File: src/rtl/core/lsom_pkg.sv
// ----------------------------------------------------------------------------
// Load switch overcurrent monitor package
// Shared widths, reset values, command and register codes, and the types
// that pass between the front end, the execution unit and the top level.
// ----------------------------------------------------------------------------
package lsom_pkg;

    localparam int ADC_BITS_DEFAULT = 10;

    localparam int CMD_W       = 2;
    localparam int INTERCEPT_W = 17;
    localparam int SLOPE_W     = 16;
    localparam int LIMIT_W     = 15;
    localparam int HOLDOFF_W   = 16;
    localparam int CURRENT_W   = 16;
    localparam int PEAK_W      = 15;
    localparam int CFG_INDEX_W = 3;
    localparam int CFG_DATA_W  = 17;

    localparam logic [CMD_W-1:0] CMD_TICK    = 2'd0;
    localparam logic [CMD_W-1:0] CMD_MEASURE = 2'd1;
    localparam logic [CMD_W-1:0] CMD_CHECK   = 2'd2;
    localparam logic [CMD_W-1:0] CMD_CLEAR   = 2'd3;

    localparam logic [CFG_INDEX_W-1:0] REG_INTERCEPT = 3'd0;
    localparam logic [CFG_INDEX_W-1:0] REG_SLOPE     = 3'd1;
    localparam logic [CFG_INDEX_W-1:0] REG_LIMIT_TX  = 3'd2;
    localparam logic [CFG_INDEX_W-1:0] REG_LIMIT_RX  = 3'd3;
    localparam logic [CFG_INDEX_W-1:0] REG_HOLDOFF   = 3'd4;

    localparam logic [INTERCEPT_W-1:0] INTERCEPT_RESET = 17'd4264;
    localparam logic [SLOPE_W-1:0]     SLOPE_RESET     = 16'd2786;
    localparam logic [LIMIT_W-1:0]     LIMIT_TX_RESET  = 15'd600;
    localparam logic [LIMIT_W-1:0]     LIMIT_RX_RESET  = 15'd50;
    localparam logic [HOLDOFF_W-1:0]   HOLDOFF_RESET   = 16'd500;

    // code * 3300 mV * 1000 scaled to hundredths over the slope
    localparam int                  SCALE_W    = 22;
    localparam logic [SCALE_W-1:0]  CONV_SCALE = 22'd3300000;
    localparam int                  ICPT10_W   = INTERCEPT_W + 4;

    localparam int MAG_W     = 22;
    localparam int DIV_STEPS = MAG_W;
    localparam int CNT_W     = $clog2(DIV_STEPS);
    localparam logic [CNT_W-1:0] DIV_LAST = CNT_W'(DIV_STEPS - 1);

    localparam int QUEUE_DEPTH = 2;
    localparam int QPTR_W      = $clog2(QUEUE_DEPTH);
    localparam int QCNT_W      = $clog2(QUEUE_DEPTH + 1);

    typedef enum logic [1:0] {
        OP_TICK,
        OP_MEASURE,
        OP_CHECK,
        OP_CLEAR
    } op_t;

    typedef struct packed {
        op_t  op;
        logic transmit;
        logic fault;
    } item_t;

    typedef struct packed {
        logic [INTERCEPT_W-1:0] intercept;
        logic [SLOPE_W-1:0]     slope;
        logic [LIMIT_W-1:0]     limit_tx;
        logic [LIMIT_W-1:0]     limit_rx;
        logic [HOLDOFF_W-1:0]   holdoff;
    } cfg_t;

    typedef enum logic [2:0] {
        ST_IDLE,
        ST_MULT,
        ST_ABS,
        ST_DIV,
        ST_FIN
    } state_t;

endpackage

File: src/rtl/core/lsom_front.sv
// ----------------------------------------------------------------------------
// Load switch overcurrent monitor front end
// Accepts input transactions, decodes the command and holds items in a
// two-entry queue for the execution unit.
// ----------------------------------------------------------------------------
module lsom_front
    import lsom_pkg::*;
#(
    parameter int ADC_BITS = ADC_BITS_DEFAULT
)
(
    input  logic                clk,
    input  logic                rst_n,
    input  logic                in_valid,
    output logic                in_ready,
    input  logic [CMD_W-1:0]    cmd,
    input  logic [ADC_BITS-1:0] adc_code,
    input  logic                transmit_mode,
    input  logic                fault_line_n,
    output logic                q_valid,
    output item_t               q_item,
    output logic [ADC_BITS-1:0] q_code,
    input  logic                q_pop
);

    item_t               item_reg [QUEUE_DEPTH];
    logic [ADC_BITS-1:0] code_reg [QUEUE_DEPTH];
    logic [QPTR_W-1:0]   wr_ptr_reg;
    logic [QPTR_W-1:0]   wr_ptr_next;
    logic [QPTR_W-1:0]   rd_ptr_reg;
    logic [QPTR_W-1:0]   rd_ptr_next;
    logic [QCNT_W-1:0]   count_reg;
    logic [QCNT_W-1:0]   count_next;
    logic                push;
    item_t               item_in;

    always_comb
    begin
        item_in.transmit = transmit_mode;
        item_in.fault    = ~fault_line_n;
        case (cmd)
            CMD_TICK:    item_in.op = OP_TICK;
            CMD_MEASURE: item_in.op = OP_MEASURE;
            CMD_CHECK:   item_in.op = OP_CHECK;
            CMD_CLEAR:   item_in.op = OP_CLEAR;
            default:     item_in.op = OP_TICK;
        endcase
    end

    assign in_ready = (count_reg != QCNT_W'(QUEUE_DEPTH));
    assign push     = in_valid && in_ready;
    assign q_valid  = (count_reg != '0);
    assign q_item   = item_reg[rd_ptr_reg];
    assign q_code   = code_reg[rd_ptr_reg];

    always_comb
    begin
        wr_ptr_next = wr_ptr_reg;
        rd_ptr_next = rd_ptr_reg;
        count_next  = count_reg;
        if (push)
        begin
            wr_ptr_next = (wr_ptr_reg == QPTR_W'(QUEUE_DEPTH - 1)) ? '0 : wr_ptr_reg + 1'b1;
        end
        if (q_pop)
        begin
            rd_ptr_next = (rd_ptr_reg == QPTR_W'(QUEUE_DEPTH - 1)) ? '0 : rd_ptr_reg + 1'b1;
        end
        if (push && !q_pop)
        begin
            count_next = count_reg + 1'b1;
        end
        else if (q_pop && !push)
        begin
            count_next = count_reg - 1'b1;
        end
    end

    always_ff @(posedge clk or negedge rst_n)
    begin
        if (!rst_n)
        begin
            wr_ptr_reg <= '0;
            rd_ptr_reg <= '0;
            count_reg  <= '0;
        end
        else
        begin
            wr_ptr_reg <= wr_ptr_next;
            rd_ptr_reg <= rd_ptr_next;
            count_reg  <= count_next;
        end
    end

    always_ff @(posedge clk)
    begin
        if (push)
        begin
            item_reg[wr_ptr_reg] <= item_in;
            code_reg[wr_ptr_reg] <= adc_code;
        end
    end

    a_count_range: assert property (@(posedge clk) disable iff (!rst_n)
        count_reg <= QCNT_W'(QUEUE_DEPTH))
        else $error("queue count out of range");

    a_pop_nonempty: assert property (@(posedge clk) disable iff (!rst_n)
        q_pop |-> q_valid)
        else $error("pop from empty queue");

    a_push_grows: assert property (@(posedge clk) disable iff (!rst_n)
        (push && !q_pop) |=> (count_reg == $past(count_reg) + 1'b1))
        else $error("queue count did not advance on push");

endmodule

File: src/rtl/core/lsom_exec.sv
// ----------------------------------------------------------------------------
// Load switch overcurrent monitor execution unit
// Converts codes to milliamps with a serial restoring divider, keeps the
// peak, holdoff counter and last current, and holds the result register.
// ----------------------------------------------------------------------------
module lsom_exec
    import lsom_pkg::*;
#(
    parameter int ADC_BITS = ADC_BITS_DEFAULT
)
(
    input  logic                 clk,
    input  logic                 rst_n,
    input  cfg_t                 cfg,
    input  logic                 q_valid,
    input  item_t                q_item,
    input  logic [ADC_BITS-1:0]  q_code,
    output logic                 q_pop,
    output logic                 out_valid,
    input  logic                 out_ready,
    output logic [CURRENT_W-1:0] current_ma,
    output logic                 overcurrent_flag,
    output logic                 fault_active,
    output logic [PEAK_W-1:0]    peak_current_ma
);

    localparam int PROD_W = ADC_BITS + SCALE_W;
    localparam int DIFF_W = ADC_BITS + SCALE_W + 1;

    state_t               state_reg;
    state_t               state_next;
    item_t                cur_reg;
    logic [ADC_BITS-1:0]  code_reg;
    logic [PROD_W-1:0]    prod_reg;
    logic                 neg_reg;
    logic [MAG_W-1:0]     quo_reg;
    logic [SLOPE_W-1:0]   rem_reg;
    logic [CNT_W-1:0]     cnt_reg;

    logic [HOLDOFF_W-1:0] since_reg;
    logic [PEAK_W-1:0]    peak_reg;
    logic [CURRENT_W-1:0] last_reg;

    logic                 out_valid_reg;
    logic [CURRENT_W-1:0] current_out_reg;
    logic                 flag_out_reg;
    logic                 fault_out_reg;
    logic [PEAK_W-1:0]    peak_out_reg;

    logic                 out_free;
    logic                 load_mult;
    logic                 load_abs;
    logic                 div_step;
    logic                 fin_fire;

    logic [SLOPE_W-1:0]   slope_eff;
    logic [ICPT10_W-1:0]  icpt10;
    logic [DIFF_W-1:0]    diff;
    logic [DIFF_W-1:0]    diff_abs;
    logic [DIFF_W-1:0]    diff_shr;
    logic [SLOPE_W:0]     rem_shift;
    logic                 rem_ge;
    logic [CURRENT_W-1:0] conv;
    logic                 is_conv;
    logic [CURRENT_W-1:0] current_next;
    logic [LIMIT_W-1:0]   limit_sel;
    logic                 flag_next;
    logic [HOLDOFF_W-1:0] since_next;
    logic [PEAK_W-1:0]    peak_next;

    assign out_free = !out_valid_reg || out_ready;
    assign is_conv  = (cur_reg.op == OP_MEASURE) || (cur_reg.op == OP_CHECK);

    always_comb
    begin
        state_next = state_reg;
        case (state_reg)
            ST_IDLE:
            begin
                if (q_valid)
                begin
                    state_next = ((q_item.op == OP_MEASURE) || (q_item.op == OP_CHECK))
                                 ? ST_MULT : ST_FIN;
                end
            end
            ST_MULT: state_next = ST_ABS;
            ST_ABS:  state_next = ST_DIV;
            ST_DIV:
            begin
                if (cnt_reg == DIV_LAST)
                begin
                    state_next = ST_FIN;
                end
            end
            ST_FIN:
            begin
                if (out_free)
                begin
                    state_next = ST_IDLE;
                end
            end
            default: state_next = ST_IDLE;
        endcase
    end

    always_comb
    begin
        q_pop     = 1'b0;
        load_mult = 1'b0;
        load_abs  = 1'b0;
        div_step  = 1'b0;
        fin_fire  = 1'b0;
        case (state_reg)
            ST_IDLE: q_pop     = q_valid;
            ST_MULT: load_mult = 1'b1;
            ST_ABS:  load_abs  = 1'b1;
            ST_DIV:  div_step  = 1'b1;
            ST_FIN:  fin_fire  = out_free;
            default: q_pop     = 1'b0;
        endcase
    end

    // signed difference in units of 2^-ADC_BITS hundredths, then magnitude
    assign slope_eff = (cfg.slope == '0) ? SLOPE_W'(1) : cfg.slope;
    assign icpt10    = (ICPT10_W'(cfg.intercept) << 3) + (ICPT10_W'(cfg.intercept) << 1);
    assign diff      = {1'b0, prod_reg}
                     - {{(DIFF_W - ICPT10_W - ADC_BITS){1'b0}}, icpt10, {ADC_BITS{1'b0}}};
    assign diff_abs  = diff[DIFF_W-1] ? (~diff + 1'b1) : diff;
    assign diff_shr  = diff_abs >> ADC_BITS;

    assign rem_shift = {rem_reg, quo_reg[MAG_W-1]};
    assign rem_ge    = (rem_shift >= {1'b0, slope_eff});

    always_comb
    begin
        if (neg_reg)
        begin
            if (quo_reg >= MAG_W'(32768))
            begin
                conv = 16'h8000;
            end
            else
            begin
                conv = ~quo_reg[CURRENT_W-1:0] + 1'b1;
            end
        end
        else
        begin
            if (quo_reg > MAG_W'(32767))
            begin
                conv = 16'h7FFF;
            end
            else
            begin
                conv = quo_reg[CURRENT_W-1:0];
            end
        end
    end

    always_comb
    begin
        current_next = is_conv ? conv : last_reg;
        limit_sel    = cur_reg.transmit ? cfg.limit_tx : cfg.limit_rx;
        flag_next    = 1'b0;
        since_next   = since_reg;
        peak_next    = peak_reg;
        case (cur_reg.op)
            OP_TICK:
            begin
                if (since_reg != '1)
                begin
                    since_next = since_reg + 1'b1;
                end
            end
            OP_MEASURE:
            begin
                if ($signed(current_next) > $signed({1'b0, peak_reg}))
                begin
                    peak_next = current_next[PEAK_W-1:0];
                end
            end
            OP_CHECK:
            begin
                if ((($signed(current_next) > $signed({1'b0, limit_sel}))
                     && (since_reg > cfg.holdoff)) || cur_reg.fault)
                begin
                    flag_next  = 1'b1;
                    since_next = '0;
                end
            end
            OP_CLEAR: peak_next = '0;
            default:  peak_next = peak_reg;
        endcase
    end

    always_ff @(posedge clk or negedge rst_n)
    begin
        if (!rst_n)
        begin
            state_reg     <= ST_IDLE;
            cnt_reg       <= '0;
            since_reg     <= '0;
            peak_reg      <= '0;
            last_reg      <= '0;
            out_valid_reg <= 1'b0;
        end
        else
        begin
            state_reg <= state_next;
            if (load_abs)
            begin
                cnt_reg <= '0;
            end
            else if (div_step)
            begin
                cnt_reg <= cnt_reg + 1'b1;
            end
            if (fin_fire)
            begin
                since_reg     <= since_next;
                peak_reg      <= peak_next;
                last_reg      <= current_next;
                out_valid_reg <= 1'b1;
            end
            else if (out_ready)
            begin
                out_valid_reg <= 1'b0;
            end
        end
    end

    always_ff @(posedge clk)
    begin
        if (q_pop)
        begin
            cur_reg  <= q_item;
            code_reg <= q_code;
        end
        if (load_mult)
        begin
            prod_reg <= PROD_W'(code_reg) * PROD_W'(CONV_SCALE);
        end
        if (load_abs)
        begin
            neg_reg <= diff[DIFF_W-1];
            quo_reg <= diff_shr[MAG_W-1:0];
            rem_reg <= '0;
        end
        else if (div_step)
        begin
            quo_reg <= {quo_reg[MAG_W-2:0], rem_ge};
            rem_reg <= rem_ge ? SLOPE_W'(rem_shift - {1'b0, slope_eff})
                              : rem_shift[SLOPE_W-1:0];
        end
        if (fin_fire)
        begin
            current_out_reg <= current_next;
            flag_out_reg    <= flag_next;
            fault_out_reg   <= cur_reg.fault;
            peak_out_reg    <= peak_next;
        end
    end

    assign out_valid        = out_valid_reg;
    assign current_ma       = current_out_reg;
    assign overcurrent_flag = flag_out_reg;
    assign fault_active     = fault_out_reg;
    assign peak_current_ma  = peak_out_reg;

    a_div_count: assert property (@(posedge clk) disable iff (!rst_n)
        (state_reg == ST_DIV) |-> (cnt_reg <= DIV_LAST))
        else $error("divider step count out of range");

    a_fault_flags: assert property (@(posedge clk) disable iff (!rst_n)
        (fin_fire && (cur_reg.op == OP_CHECK) && cur_reg.fault) |=> flag_out_reg)
        else $error("fault on check did not raise the flag");

    a_flag_only_check: assert property (@(posedge clk) disable iff (!rst_n)
        (fin_fire && (cur_reg.op != OP_CHECK)) |=> !flag_out_reg)
        else $error("flag raised outside a check");

    a_flag_restarts: assert property (@(posedge clk) disable iff (!rst_n)
        (fin_fire && flag_next) |=> (since_reg == '0))
        else $error("holdoff counter not restarted by a flag");

    a_no_overwrite: assert property (@(posedge clk) disable iff (!rst_n)
        fin_fire |-> out_free)
        else $error("result register overwritten while held");

endmodule

File: src/rtl/core/load_switch_overcurrent_monitor_unit.sv
// ----------------------------------------------------------------------------
// Load switch overcurrent monitor
// Top level: configuration registers, front end queue and execution unit.
// ----------------------------------------------------------------------------
// Each input transaction gives one result transaction. Tick and clear items
// go from latch straight to write-out; measure and check items pass through
// latch, multiply, magnitude, 22 steps of the restoring divider and write-out,
// using the one-bit-per-cycle divider. A two-entry queue accepts new items while an
// item is in the divider or a result waits. Configuration writes are always
// accepted and are ignored for indexes beyond the register list.
module load_switch_overcurrent_monitor_unit
    import lsom_pkg::*;
#(
    parameter int ADC_BITS = ADC_BITS_DEFAULT
)
(
    input  logic                   clk,
    input  logic                   rst_n,
    input  logic                   cfg_valid,
    output logic                   cfg_ready,
    input  logic [CFG_INDEX_W-1:0] cfg_index,
    input  logic [CFG_DATA_W-1:0]  cfg_data,
    input  logic                   in_valid,
    output logic                   in_ready,
    input  logic [CMD_W-1:0]       cmd,
    input  logic [ADC_BITS-1:0]    adc_code,
    input  logic                   transmit_mode,
    input  logic                   fault_line_n,
    output logic                   out_valid,
    input  logic                   out_ready,
    output logic [CURRENT_W-1:0]   current_ma,
    output logic                   overcurrent_flag,
    output logic                   fault_active,
    output logic [PEAK_W-1:0]      peak_current_ma
);

    cfg_t                cfg_reg;
    logic                q_valid;
    item_t               q_item;
    logic [ADC_BITS-1:0] q_code;
    logic                q_pop;

    assign cfg_ready = 1'b1;

    always_ff @(posedge clk or negedge rst_n)
    begin
        if (!rst_n)
        begin
            cfg_reg.intercept <= INTERCEPT_RESET;
            cfg_reg.slope     <= SLOPE_RESET;
            cfg_reg.limit_tx  <= LIMIT_TX_RESET;
            cfg_reg.limit_rx  <= LIMIT_RX_RESET;
            cfg_reg.holdoff   <= HOLDOFF_RESET;
        end
        else if (cfg_valid)
        begin
            case (cfg_index)
                REG_INTERCEPT: cfg_reg.intercept <= cfg_data[INTERCEPT_W-1:0];
                REG_SLOPE:     cfg_reg.slope     <= cfg_data[SLOPE_W-1:0];
                REG_LIMIT_TX:  cfg_reg.limit_tx  <= cfg_data[LIMIT_W-1:0];
                REG_LIMIT_RX:  cfg_reg.limit_rx  <= cfg_data[LIMIT_W-1:0];
                REG_HOLDOFF:   cfg_reg.holdoff   <= cfg_data[HOLDOFF_W-1:0];
                default:       cfg_reg           <= cfg_reg;
            endcase
        end
    end

    lsom_front #(
        .ADC_BITS (ADC_BITS)
    ) u_front (
        .clk           (clk),
        .rst_n         (rst_n),
        .in_valid      (in_valid),
        .in_ready      (in_ready),
        .cmd           (cmd),
        .adc_code      (adc_code),
        .transmit_mode (transmit_mode),
        .fault_line_n  (fault_line_n),
        .q_valid       (q_valid),
        .q_item        (q_item),
        .q_code        (q_code),
        .q_pop         (q_pop)
    );

    lsom_exec #(
        .ADC_BITS (ADC_BITS)
    ) u_exec (
        .clk              (clk),
        .rst_n            (rst_n),
        .cfg              (cfg_reg),
        .q_valid          (q_valid),
        .q_item           (q_item),
        .q_code           (q_code),
        .q_pop            (q_pop),
        .out_valid        (out_valid),
        .out_ready        (out_ready),
        .current_ma       (current_ma),
        .overcurrent_flag (overcurrent_flag),
        .fault_active     (fault_active),
        .peak_current_ma  (peak_current_ma)
    );

endmodule
File: config.mk
export PLATFORM = sky130hd
export DESIGN_NAME = load_switch_overcurrent_monitor_unit
export DESIGN_NICKNAME = d
export VERILOG_FILES = /design/src/rtl/core/lsom_pkg.sv /design/src/rtl/core/lsom_front.sv /design/src/rtl/core/lsom_exec.sv /design/src/rtl/core/load_switch_overcurrent_monitor_unit.sv
export SDC_FILE = /design/constraint.sdc
export NUM_CORES = 1
export LEC_CHECK = 0
export ABC_AREA = 1
export BUFFER_PORTS_ARGS = -buffer_cell sky130_fd_sc_hd__buf_2
export CAP_MARGIN = 5
export CORE_UTILIZATION = 50
export CTS_CLUSTER_DIAMETER = 30
export DETAILED_ROUTE_END_ITERATION = 7
export GPL_TIMING_DRIVEN = 0
export HOLD_SLACK_MARGIN = 0.12
export PLACE_DENSITY = 0.69
export SLEW_MARGIN = 20
export SYNTH_ARGS = -nofsm -noshare
export SYNTH_HDL_FRONTEND = slang
export SYNTH_HIERARCHICAL = 1
export SYNTH_SLANG_ARGS = --single-unit
File: constraint.sdc
create_clock -name clk -period 6.2 [get_ports clk]
set_clock_uncertainty 0.05 [all_clocks]
set_input_delay 0.93 -clock clk [delete_from_list [all_inputs] [get_ports clk]]
set_output_delay 0.93 -clock clk [all_outputs]
set_load 0.01 [all_outputs]
==> results of run 1 <==
## synthesized netlist by cell type (all sizes together) (2+ instances only)
library cell  count
a211oi            6
a21boi            8
a21o              5
a21oi            99
a31oi            10
and2              2
buf              32
clkbuf           23
dfrtp           116
dfstp            23
dfxtp            16
edfxtp          125
fa               43
ha              189
inv             310
mux2             15
mux2i            14
nand2           696
nand3           175
nand3b           14
nand4            42
nor2            139
nor3             28
nor3b             3
nor4              8
o2111ai           2
o21a              3
o21ai           121
o21bai           15
o22ai             4
o31ai             5
or2               6
xnor2            30
xor2             44
## final timing paths
path	slack (ps)	to	cells past startpoint	startpoint
max	950	u_exec/prod_reg[30]	20	u_exec/code_reg[8]
min	230	u_exec/last_reg[6]	1	rst_n
max reg2reg	950	u_exec/prod_reg[30]	20	u_exec/code_reg[8]
min reg2reg	410	cfg_reg[52]	2	cfg_reg[52]
max in group asynchronous	5070	cfg_reg[8]	2	rst_n
min in group clk	410	cfg_reg[52]	2	cfg_reg[52]
## cell families (layout without fill, tap and decap cells)
kind of cell | Yosys count | in the layout
buf+inv | 366 | 559
flops | 280 | 280
compound gates | 286 | 286
xor+xnor | 74 | 74
other cells | 1 | 1
fa+ha+maj | 232 | 232
mux | 29 | 29
simple gates | 1113 | 1113
## area by class of cell
class / count / area, sq um
buffer: 55 / 325.3
clock buffer: 94 / 1878
tap: 518 / 648.1
sequential: 280 / 7581
clock inverter: 27 / 362.8
multi-input combinational: 1735 / 10680
fill: 3467 / 15790
inverter: 311 / 1170
timing repair buffer: 72 / 392.9
## per-layer routing
metal | vias up | GRT usage (%)
met2 | 433 | 41.47
met1 | 7716 | 31.26
met4 | 2 | 9.079
met5 | - | 0
li1 | 8173 | -
met3 | 96 | 5.162
## stage by stage
stage                     hold WS (ps)  setup WS (ps)
after floorplan                  376.4           1521
final                            227.4          953.1
after global routing             265.7          636.8
after CTS                        238.0          949.0
after detailed placement         402.7          980.6
after global placement           390.9           1034
==> metrics.md, run 1 <==
| Metric | Value |
|---|---|
| Most common cell after layout, fill and taps aside | nand2_1 |
| Placed instance count | 2,971 |
| Skew-Pair Late Insertion Delay | about 590 ps |
| Diode count | 0 |
| Max Fanout on Critical Path | 8 |
| Io pins | 75 |
| Mean post-synth cell area | about 8.3 sq um |
| Design Area, Final | around 0.023 sq mm |
| Met2 WL | 22.86 mm |
| DR vias/cell | 5.310 |
| Max Freq | 190.6 MHz |
| Leading area contributor after synthesis | edfxtp_1 |
| Crit-path most repeated cell | nand2_1 |
| DP HPWL | 36.78 mm |
| Row cnt | 72 |
| Final Wtd Congestion | 0.9045 |
| CTS tree | yes |
| Largest net degree at the start of global routing | 79 |
| Uppermost layer routed | met5 |
| Antenna violations before repair | 2 |
| Register area share after synthesis | 38.40% |
| Area Overhead vs Synth | 16.71% |
| CP endpoint kind | flop |
| Synthesized-area fraction occupied by adder cells | 16.34% |
| Max-cap viol count | 0 |
| Num CTS Buffers | 67 |
| First-pass iteration count of the detailed router | 5 |
| Core Box Area | about 0.039 sq mm |
| WP buf/inv | 3 |
| Pins Over Slew Limit | 0 |
| Via count | 16.42k |
| Status | finished, final reports clean |
| Arrival time worst endpoint | 5510 ps |
| Crit-path max cell delay | just under 600 ps |
| Final setup TNS | 0 ps |
| Fin crit period | around 5200 ps |
| RSZ-0062 raised after global routing | false |
| Antenna viol nets, final | 0 |
| Unique masters post-synth | 62 |
| First-pass GRT wire length | 80.45 mm |
| Yosys warnings | 6 |
| Final Cycle Share | roughly 85% |
| I/O Buffers | slightly above 70 |
| Post-Synth XOR/XNOR Area | 3.283% |
| Die width | roughly 200 um |
| Starting Density | between 50% and 60% |
| Share of post-route cells with drive strength above 1 | between 10% and 20% |
| Critical Path RT | between 6000 and 7000 ps |
| Synth Area in Simple Gates | about a quarter |
| GRT Overall Usage | 24.65% |
| Top cell type's share of synthesized area | 19.01% |
| Clock tree buffer depth | 3 |
| Type of origin of the critical path | flop |
| Clock Sinks | between 200 and 300 |
| Post-synthesis compound-gate area fraction | under 10% |
| Clock Pin Slew Worst Setup and Hold Paths | 50 ps |
| Crit path max-delay family | adder cells |
| Cells taking the most area after synthesis | edfxtp_1, dfrtp_1, nand2_1 |
| Slew HR | 25.07% |
| Die ar. | just over 0.04 sq mm |
| Cells along the critical path | inv_1 -> ha_1 -> fa_1 -> inv_1 -> fa_1 -> fa_1 -> fa_1 -> ha_1 -> nand2_1 -> nor2_1 -> inv_1 -> nor3_1 -> nand3_1 -> nand3_1 -> nand2_1 -> nand2_1 -> nand2_1 -> nand2_1 -> a21oi_1 -> xor2_1 |
| Slew @ Worst Pin | roughly 1100 ps |
| CP max stage cell | edfxtp_1 |
| CTS Hold Buffers Added | 0 |
| Post-CTS setup buffers | 0 |
| Post-synth EDFFs | approximately 130 |
| Remaining DRCs | 0 |
| 1st-iter DRT viols | roughly 970 |
| Ys flop type | edfxtp_1 |
| FF+latch count, synth | 280 |
| Detailed Route WL | approximately 48 mm |
| M1 WL | between 20 and 25 mm |
| Cts repair resizes | 0 |
| Clock root buffer | clkbuf_16 |
| Largest family of logic cells by synthesized area | simple AND/OR/NAND/NOR gates |
| Most frequent cells in the layout | nand2_1, inv_1, ha_1 |
| Global route overflow | 0 |
| Post-synthesis cell area | between 0.015 and 0.02 sq mm |
| Hold Path Class | input port to asynchronous set/reset pin |
| Vias in the first global route | 16.39k |
| Ys async rst share | between 40% and 50% |
| Final hold vios | 0 |
| Final Non-Filler Cells | between 3k and 4k |
| Final net count | between 2k and 3k |
| Per-cell routed wire length | about 16 um |
| Synthesized instance count | 2,381 |
| H-tree depth | 3 |
| Met3 wire length | ~2.6 mm |
| Util after Layout | approximately three fifths |
| Syn nets | roughly 2.7k |
| Setup CP Type | flop to flop |
| Max reg flops | slightly below 80 |
| Mux share of post-synthesis cell area | between 1.5 and 2% |
| Placed cell area | about 0.021 sq mm |
| Final setup violating endpoints | 0 |
| Die Y | 200.7 um |
Power of run 1 is left out: the tool's default activity adds up to more than one toggle a clock period on the data nets, which glitch-free logic cannot reach.
==> inputs of run 2 (changes only) <==
PLACE_DENSITY = 0.71   (was 0.69)
clock period = 4.8 ns   (was 6.2 ns; I/O delays follow)
==> run 2 against run 1 <==
Compared with the run above:
- sequential share of layout area shrank 0.67 points
- flip-flop and latch count unchanged
- routed wire length is 2.1% higher
- via count rose by 1.7%
- first-iteration DRC count increased by 5.4%
- setup slack got worse by 880 ps
- core utilization up 1.3 points
- non-clock buffer count grew 27
- fmax rose by 11%
- register-to-register slack lost 880 ps
- global-route usage is 0.17 points higher
- critical endpoint unchanged
- largest cell class unchanged
- highest routed layer unchanged
==> metrics.md, run 2 (synthesis results as in run 1) <==
| Metric | Value |
|---|---|
| Remaining DRCs | 0 (unchanged) |
| DR vias/cell | 5.345 (+0.65%) |
| 1st-iter DRT viols | 1,017 (+5.4%) |
| Clock Pin Slew Worst Setup and Hold Paths | 50 ps (about the same) |
| Largest net degree at the start of global routing | 100 (+27%) |
| Die width | 200.7 um (unchanged) |
| Fin crit period | 4723 ps (-524.2 ps) |
| Crit. Startpoint | u_exec/code_reg[8] |
| Critical Path RT | 5060 ps (-1410 ps) |
| Row cnt | 72 (unchanged) |
| Final Wtd Congestion | 0.9240 (+2.2%) |
| Clock root buffer | clkbuf_16 |
| Pins Over Slew Limit | 0 (unchanged) |
| CTS tree | yes |
| Share of post-route cells with drive strength above 1 | 14.43% (+2.8 points) |
| Max Freq | 211.7 MHz (+11%) |
| Area Overhead vs Synth | 19.17% |
| Reg2Reg Capture Point | u_exec/prod_reg[30] |
| Slew HR | 32.47% (+7.4 points) |
| Per-cell routed wire length | 15.80 um (+1.1%) |
| Max reg flops | 79 (unchanged) |
| Vias in the first global route | 16.47k (+0.46%) |
| Skew-Pair Late Insertion Delay | 580 ps (about the same) |
| Global route overflow | 0 (unchanged) |
| First-pass iteration count of the detailed router | 5 (unchanged) |
| DP HPWL | 36.90 mm (+0.32%) |
| CP endpoint | u_exec/prod_reg[30] |
| Setup CP Type | flop to flop |
| Detailed Route WL | 49.36 mm (+2.1%) |
| Num CTS Buffers | 68 (+1.5%) |
| H-tree depth | 3 (unchanged) |
| Most common cell after layout, fill and taps aside | nand2_1 |
| Die ar. | 0.04028 sq mm (unchanged) |
| Antenna violations before repair | 1 (-1) |
| Fillers | 3,310 (-4.5%) |
| Clock Sinks | 280 (unchanged) |
| First-pass GRT wire length | 80.81 mm (+0.44%) |
| Core Box Area | 0.03883 sq mm (unchanged) |
| WHS | 277.0 ps (+49.63 ps) |
| Reg2Reg Setup Slack | 80 ps (-880 ps) |
| Type of origin of the critical path | flop |
| Clock tree buffer depth | 3 (unchanged) |
| CP endpoint kind | flop |
| Die Y | 200.7 um (unchanged) |
| Worst R2R Path Depth | 21 (+5.0%) |
| Max Fanout on Critical Path | 4 (-4) |
| GRT Overall Usage | 24.83% (+0.17 points) |
| Reg2reg start | u_exec/code_reg[8] |
| Io pins | 75 (unchanged) |
| Arrival time worst endpoint | 4980 ps (-530 ps) |
| Starting Density | 50.84% (unchanged) |
| Final setup violating endpoints | 0 (unchanged) |
| Final net count | 2,821 (+1.0%) |
| Antenna viol nets, final | 0 (unchanged) |
| Slew @ Worst Pin | 1013 ps (-102.4 ps) |
| Hold Path Class | input port to flop |
| I/O Buffers | 71 (unchanged) |
| Final Cycle Share | 98.39% (+14 points) |
| Most frequent cells in the layout | nand2_1, inv_1, ha_1 |
| Via count | 16.70k (+1.7%) |
| Max-cap viol count | 0 (unchanged) |
| Final hold vios | 0 (unchanged) |
| Status | finished, final reports clean |
| Diode count | 0 (unchanged) |
## run 2: cell count changes in the layout (fill, tap and decap cells not counted), moves of 4 or more
cell        delta
clkinv_4       +4
clkinv_2       +7
ha_4          +11
o21ai_0        -4
a21oi_2        +4
clkbuf_1       -8
clkbuf_8       -5
a21oi_1        -4
buf_4         +26
ha_1          -13
clkinvlp_4     +6
## run 2: timing repair
item	CTS	global route
resized for setup	7	48
pin swaps	0	19
hold buffers	1	0
buffers inserted	6	20
setup endpoints to repair	19	48
hold endpoints to repair	40	0
## run 2: critical path, stage by stage (launching register included)
cell and delay (ps):
edfxtp_1 410, buf_6 140, ha_1 290, inv_1 80, fa_1 510, fa_1 440, inv_1 100, fa_1 440
fa_1 490, ha_4 300, nand2_1 70, nor2_2 110, inv_1 70, nor3_2 210, nand3_1 140, nand3_2 120
nand2_1 70, nand2_2 80, nand2_1 50, nand2_1 60, a21oi_1 70, xor2_1 140
## run 2: through the flow
step	cell area, sq um	setup TNS (ps)	util, %	std cells	worst slack, ps
2_1_floorplan	19740	0	-	2381	120.9
3_3_place_gp	20740	-1187	53.43	2970	-388.6
3_5_place_dp	20790	-1707	53.55	2971	-414.8
4_1_cts	23160	0	59.66	3104	5.752
5_1_grt	23530	-110.1	60.59	3124	-50.36
6_report	23530	0	60.59	3124	77.38
## run 2: how the worst min path moves through the flow
stage                                   from                     end  slack, ps  cells past startpoint
after global placement    u_exec/rem_reg[15]      u_exec/rem_reg[15]        390                      2
after global routing             adc_code[5]  u_front/code_reg[0][5]        260                      1
after detailed placement         cfg_reg[57]             cfg_reg[57]        400                      2
final                            adc_code[2]  u_front/code_reg[1][2]        280                      1
after floorplan                        rst_n              cfg_reg[0]        370                      0
after CTS                        adc_code[5]  u_front/code_reg[1][5]        250                      1
## run 2: cell type report
cell class | count | area, sq um | share of cell area [%]
multi-input cells | 1735 | 10920 | 46.42
flip-flops and latches | 280 | 7582 | 32.23
clock buffers | 82 | 1804 | 7.669
inverters | 311 | 1175 | 4.994
well taps | 518 | 648.1 | 2.755
repair buffers | 99 | 601.8 | 2.558
clock inverters | 44 | 465.4 | 1.978
plain buffers | 55 | 327.8 | 1.393
## run 2: layer usage
| layer | vias to the layer above | global-route usage, % | wire [um] |
|---|---|---|---|
| met5 | - | 0 | 13 |
| met4 | 2 | 10.33 | 1782 |
| met3 | 120 | 3.685 | 2141 |
| met2 | 417 | 42.04 | 23540 |
| met1 | 7904 | 31.75 | 21890 |
| li1 | 8255 | - | - |
Power of run 2 is left out for the same reason.
